File: src/hw/rtl/assert_macros.svh
// Assertion helpers: clock, active-low reset, antecedent, consequent.
`ifndef ASSERT_MACROS_SVH
`define ASSERT_MACROS_SVH

// same-cycle implication
`define ASSERT_IMP(lbl, clk, rst_n, ante, cons) \
  lbl: assert property (@(posedge clk) disable iff (!(rst_n)) (ante) |-> (cons)) \
    else $error("assertion failed");

// next-cycle implication
`define ASSERT_NXT(lbl, clk, rst_n, ante, cons) \
  lbl: assert property (@(posedge clk) disable iff (!(rst_n)) (ante) |=> (cons)) \
    else $error("assertion failed");

`endif

File: src/hw/rtl/bclru_ram.sv
module bclru_ram #(
  parameter int WIDTH = 8,
  parameter int DEPTH = 64
) (
  input  logic                     clk,
  input  logic                     we,
  input  logic [$clog2(DEPTH)-1:0] waddr,
  input  logic [WIDTH-1:0]         wdata,
  input  logic                     re,
  input  logic [$clog2(DEPTH)-1:0] raddr,
  output logic [WIDTH-1:0]         rdata
);

  logic [WIDTH-1:0] mem [DEPTH];

  always_ff @(posedge clk) begin
    if (we) begin
      mem[waddr] <= wdata;
    end
    if (re) begin
      rdata <= mem[raddr];
    end
  end

endmodule

File: config.mk
export PLATFORM = sky130hd
export DESIGN_NAME = bclru_ram
export DESIGN_NICKNAME = d
export VERILOG_FILES = /design/src/hw/rtl/assert_macros.svh /design/src/hw/rtl/bclru_ram.sv
export SDC_FILE = /design/constraint.sdc
export NUM_CORES = 1
export LEC_CHECK = 0
export ABC_AREA = 1
export BUFFER_PORTS_ARGS = -buffer_cell sky130_fd_sc_hd__buf_2
export CAP_MARGIN = 10
export CORE_UTILIZATION = 38
export CTS_CLUSTER_DIAMETER = 120
export DETAILED_ROUTE_END_ITERATION = 10
export MAX_ROUTING_LAYER = met4
export PLACE_DENSITY = 0.52
export SYNTH_ARGS = -nofsm -noshare
export SYNTH_HDL_FRONTEND = slang
export SYNTH_SLANG_ARGS = --single-unit
File: constraint.sdc
create_clock -name clk -period 2.22 [get_ports clk]
set_clock_uncertainty 0.15 [all_clocks]
set_input_delay 0.222 -clock clk [delete_from_list [all_inputs] [get_ports clk]]
set_output_delay 0.222 -clock clk [all_outputs]
set_load 0.1 [all_outputs]
[Word-level counts from Yosys, hierarchy flattened]
Memories as Yosys holds them, arrays and structs flattened. A register that Yosys moved wholly into a read port is not among the register bits.
Index checks and enable logic that the tools add are counted.
W data, S select, Z words.
Storage, ports and cells
  output and inout port bits: 8
  flip-flop bits (word level): 0
  memory bits (writable): 512
  memories kept: 1
Memories
  mem: words 64, bits a word 8, read ports 1, clocked after Yosys merged registers in 1, write ports 1, RTL line bclru_ram.sv:14  | logic [WIDTH-1:0] mem [DEPTH];
Operators by class
  muxes and demuxes: 2
Operators by type and width (number)
  $mux W1: 2

[Depth between registers and ports, before layout]
Gate-level depths: netlist of run 1.
  depth after elaboration: 2
  mapped depth: 12
  gate-level depth less buffers: 9

[Worst setup path after synthesis of run 1]
OpenSTA, ideal clock, no wires.
  kind: input -> register
  start point: input port we
  end point: memory mem[48][0], enable pin
  required time: 1.675 ns
  path slack: 0.082 ns
  stages: 3
  path buffers: 1
  arrival time: 1.593 ns
  cells stage by stage: clkbuf_1 > nand4_1 > nor4_1
Between the ends
  cells in the longest elaborated chain, start to end: 2
Ends and longest elaborated chain
  from (decl): RTL line bclru_ram.sv:6  | input logic we,
  $mux W1: RTL line bclru_ram.sv:17  | if (we) begin
  $mux W1 (not written as such): RTL line bclru_ram.sv:18  | mem[waddr] <= wdata;
  to (decl): RTL line bclru_ram.sv:14
Every way passes these cells.

[Worst setup path after layout of run 1]
  start point: register rdata[7] (read register of mem)
  end point: output port rdata[7]
RTL lines
  from (decl): RTL line bclru_ram.sv:11  | output logic [WIDTH-1:0] rdata
No word-level cell between the ends.

==> results.cfg, run 1 <==
[worst_setup_path]
arrival_ps = 1650
critPathTopFamily = flip-flops
slowest_stage = edfxtp_1
cp-startpoint = rdata[7]
critPathRequiredTime_ps = 1850
critPathKind = register to primary output
path_cells = buf_2
worstPathMaxFanout = 1
reg2reg_slack_ps = 520
max_stage_delay_ps = 540
reg2reg_from = mem[23][2]
crit_buf_inv = 1
crit_path_end_kind = primary output
cp-start-kind = register

[die]
die_h_um = 239
core-area_um2 = 55400
row_count = 86
start_util_pct = 38.7
die-area_um2 = 57300
io_pins = 31
die_w_um = 239

[yosys]
synth_top_area_cell = edfxtp_1
ys_seq_elements = 520
synth_top_area_share_pct = 72.9
synth_warnings = 0
syn_inst = 1805
synth.distinct_cells = 15
synth_nets = 1828
yosysSeqAreaShare_pct = 72.9
synth_area_um2 = 21400
synth.avg_cell_area_um2 = 11.9
synthTopCellsByArea = edfxtp_1 (73%), nand2_1 (11%), nand3_1 (10%)

[grt]
overflow = 0
grt_pass1_wl_mm = 87.5
grt_pass1_vias = 13700
grt_antenna_before_repair = 1
grt_max_degree = 65
track_usage_pct = 21.3

[cts]
cts_tree = yes
clkSinkCount = 520
cts_setup_buffers = 0
clk_path_buf_depth = 3
root_buffer = clkbuf_16
clkTransAtPathRegs_ps = 60
cts_buffers = 55
post_cts_resize_count = 0
htree_levels = 2
hold_buffers = 9
clk_latency_ps = 610

[route]
vias = 14000
post_drt_wl_per_cell_um = 21.5
drtIter0Drc = 1254
drc = 0
ant_nets = 0
first_pass_iters = 5
routed_wl_mm = 58.1
drt-vias-per-instance = 5.17

[min_path]
hold_path.class = input port to register
min_from = wdata[2]

[sta]
worst_pin_slew_ps = 772
fin_crit_ps = 2020
period_share_pct = 91.2
hold_viol_final = 0
whs_ps = 20.8
rsz0062_at_grt = false
fmax_mhz = 494
finalSetupViolCount = 0
slew_headroom_pct = 48.5
fin_tns_setup_ps = 0
maxSlewViolCount = 0

[placed_design]
place_area_um2 = 22900
gp_congestion = 0.858
hpwlAfterDp_mm = 34.7
portBuffers = 30

[pwr]
p_per_area_nw_per_um2 = 856
worst_ir_drop_vdd_v = 0.000543
power.static_leakage_nw = 8.98

[final_layout]
multi_input_area_um2 = 4950
stdcell_area_um2 = 24700
area_growth_syn_to_layout_pct = 15.5
final_nets = 1932
drive_gt1_share_pct = 11.5
seqCellArea_um2 = 15600
final.fill_count = 5135

[outcome]
outcome = finished, final reports clean

[flow_run]
maxCapViolCount = 0
## cell usage in the layout (no fill, tap or decap), drive strengths merged
| cell type | n |
|---|---|
| nand3 | 439 |
| clkbuf | 72 |
| buf | 151 |
| bufinv | 4 |
| clkinv | 16 |
| edfxtp | 520 |
| nor2 | 56 |
| inv | 12 |
| nand2 | 648 |
| clkinvlp | 2 |
| diode | 6 |
| dlygate4sd3 | 9 |
| nor4 | 8 |
| nand4 | 9 |
## synthesized netlist by cell type
master	n
clkbuf_1	15
buf_2	37
nor2_1	56
buf_6	35
nor4_1	8
inv_1	10
inv_2	1
nand2_1	648
buf_4	14
inv_6	1
buf_1	10
edfxtp_1	520
nand3_1	439
buf_8	2
nand4_1	9
## area by class of cell
| cell class | count | area share, % |
|---|---|---|
| sequential | 520 | 63.1 |
| clock buffer | 72 | 5.99 |
| inverter | 12 | 0.212 |
| antenna | 6 | 0.0607 |
| clock inverter | 22 | 0.825 |
| multi-input combinational | 1160 | 20.0 |
| tap | 748 | 3.78 |
| timing repair buffer | 160 | 5.99 |
## per-stage QoR
stage | std cells | total power, mW | worst slack, ps | util [%]
3_3_place_gp | 2591 | 12.6 | 31.8 | 41.4
3_5_place_dp | 2591 | 12.6 | 16.7 | 41.4
4_1_cts | 2694 | 21.4 | 154 | 44.6
2_1_floorplan | 1805 | 12.0 | 81.9 | -
5_1_grt | 2695 | 21.8 | 91.8 | 44.6
6_report | 2700 | 21.2 | 196 | 44.6
## path summary, 6_finish.rpt
check	endpoint	cells after the start
max	rdata[7]	1
min reg2reg	rdata[1]	8
min	mem[23][2]	2
max reg2reg	rdata[2]	8
## sequential cells by signal, indices dropped and copies added, names as in the netlist
name   count
rdata      8
mem      512
## cell families after synthesis
kind of cell           Yosys count  share of synthesized area, %
buffers and inverters          125                          4.01
flip-flops                     520                          72.9
AND/OR/NAND/NOR               1160                          23.1
## power breakdown
part	switching, mW	total [mW]	internal (mW)
logic	1.09	1.49	0.399
registers	0.0304	10.9	10.9
clock network	3.67	8.77	5.11
## metal layers
| layer | up-vias | share of wire [%] | track usage [%] |
|---|---|---|---|
| met5 | - | 0 | - |
| met4 | 0 | 2.3 | 6.57 |
| met3 | 86 | 6.6 | 3.27 |
| met2 | 409 | 46 | 32.3 |
| met1 | 6897 | 46 | 29.6 |
| li1 | 6574 | - | - |
Note: power is estimated with default switching activity, not from simulation.
==> run 2: changes to the inputs <==
--- a/config.mk
+++ b/config.mk
@@ -8,6 +8,7 @@
 export ABC_AREA = 1
 export BUFFER_PORTS_ARGS = -buffer_cell sky130_fd_sc_hd__buf_2
 export CAP_MARGIN = 10
+export CORE_MARGIN = 4
 export CORE_UTILIZATION = 38
 export CTS_CLUSTER_DIAMETER = 120
 export DETAILED_ROUTE_END_ITERATION = 10
==> run 2 against run 1 <==
  * Cell area hardly changed
  * Non-clock buffer count fell by 10
  * Sequential power about the same
  * Largest power group unchanged
  * First-iteration DRC count hardly changed
  * Global-route usage decreased by 1.6 points
  * Final cell count is 0.41% lower
  * Wire length decreased by 0.57%
  * Clock power is 5.9% higher
==> results.cfg, run 2 (synthesized netlist as in run 1, its figures left out) <==
[outcome]
outcome = finished, final reports clean

[flow_run]
maxCapViolCount = 0

[cts]
clk_path_buf_depth = 3
htree_levels = 2
cts_setup_buffers = 0
clkSinkCount = 520
clk_latency_ps = 600
cts_tree = yes
clkTransAtPathRegs_ps = 60
root_buffer = clkbuf_16
cts_buffers = 54

[die]
die_h_um = 245
row_count = 86
die_w_um = 245
io_pins = 31
die-area_um2 = 60200
start_util_pct = 38.7
core-area_um2 = 55400

[final_layout]
stdcell_area_um2 = 24700
final_common_cell = nand2_1
top_regs = mem: 512 flops, rdata: 8 flops
fin_cells = 2689
regMostFlops = mem
layout_common_cells = nand2_1 (648), edfxtp_1 (520), nand3_1 (439), buf_4 (90), clkbuf_16 (57)
drive_gt1_share_pct = 11.5
final_nets = 1921
largest_reg_flops = 512
area_growth_syn_to_layout_pct = 15.5

[worst_setup_path]
reg2reg_from = mem[47][2]
arrival_ps = 1560
critPathTopFamily = buffers and inverters
critPathKind = register to primary output
crit_buf_inv = 1
slowest_stage = buf_2
critPathRequiredTime_ps = 1850
max_stage_delay_ps = 480
reg2reg_slack_ps = 500
r2r_cells = 8
cp-start-kind = register
rr_endpoint = rdata[2]
crit_path_end_kind = primary output
cp-startpoint = rdata[4]
path_cells = buf_2
worstPathMaxFanout = 1

[route]
drtIter0Drc = 1255
drt-vias-per-instance = 5.14
drc = 0
first_pass_iters = 8
post_drt_wl_per_cell_um = 21.5
wl_met2_mm = 26.4
vias = 13800
routed_wl_mm = 57.7
met1_length_mm = 26.0
top_layer_used = met4
wl_met3_mm = 3.98
ant_nets = 0

[pwr]
p_per_area_nw_per_um2 = 876
power.internal_mw = 16.9
pwr-share-comb_pct = 6.8
seq_power_share_pct = 50.3
worst_ir_drop_vdd_v = 0.000717
power.switching_mw = 4.83
power.static_leakage_nw = 8.99
finalPower_mw = 21.7
p_sw_share_pct = 22.3
clkPwrFrac_pct = 42.9

[sta]
finalSetupViolCount = 0
rsz0062_at_grt = false
hold_viol_final = 0
worst_pin_slew_ps = 678
slew_headroom_pct = 54.7
fin_tns_setup_ps = 0
maxSlewViolCount = 0
fin_crit_ps = 1930
period_share_pct = 87.0
fmax_mhz = 518

[grt]
track_usage_pct = 19.7
grt_max_degree = 89
grt_antenna_before_repair = 1
overflow = 0
grt_pass1_wl_mm = 87.0
grt_pass1_vias = 13600

[min_path]
hold_path.class = input port to register
whs_endpoint = mem[60][6]
min_path_cells = 2
min_from = wdata[6]

[placed_design]
portBuffers = 30
gp_congestion = 0.864
place_area_um2 = 22900
placed_cells = 2583
hpwlAfterDp_mm = 34.5
[run 2: changes by cell type in the layout (fill, tap and decap cells not counted), sizes merged]
cell / before / now
buf: 151 / 142
clkinv: 16 / 19
diode: 6 / 1
clkbuf: 72 / 70
bufinv: 4 / 8
clkinvlp: 2 / 1
inv: 12 / 13
dlygate4sd3: 9 / 7
[run 2: worst max path at each step]
stage / cells past startpoint / end / slack, ps
after floorplan: 3 / mem[48][0] / 80
after global placement: 9 / rdata[3] / -90
after detailed placement: 9 / rdata[3] / -70
after CTS: 1 / rdata[4] / 230
after global routing: 1 / rdata[4] / 220
final: 1 / rdata[4] / 290
[run 2: what timing repair did]
action                    CTS  global route
hold buffers                7             0
hold endpoints to repair   56             0
gates resized for setup     0             0
[run 2: cell type report]
class / count / area [µm²]
diodes: 1 / 2.50
inverters: 12 / 52.6
repair buffers: 150 / 1380
well taps: 748 / 936
clock buffers: 69 / 1470
flip-flops and latches: 520 / 15600
clock inverters: 29 / 342
multi-input cells: 1160 / 4950
fillers: 5117 / 30700
[run 2: per-layer routing]
layer / vias to the layer above / track usage (%)
met5: - / -
met1: 6758 / 27.2
met2: 422 / 30.2
li1: 6546 / -
met3: 89 / 4.37
met4: 0 / 4.64
[run 2: power by group through the flow]
stage / registers [mW] / logic, mW / clock network, mW
CTS: 10.9 / 1.49 / 9.49
global placement: 11.1 / 1.47 / 0
floorplan: 11.2 / 0.764 / 0
global route: 10.9 / 1.62 / 9.92
finish: 10.9 / 1.48 / 9.29
detailed placement: 11.1 / 1.48 / 0
[run 2: metrics by stage]
stage	setup slack, ps	utilization, %	hold slack (ps)
after floorplan	81.9	-	171
after global routing	221	44.7	15.0
after CTS	230	44.6	0.0281
after detailed placement	-73.2	41.3	546
final	289	44.7	12.9
after global placement	-94.2	41.3	543
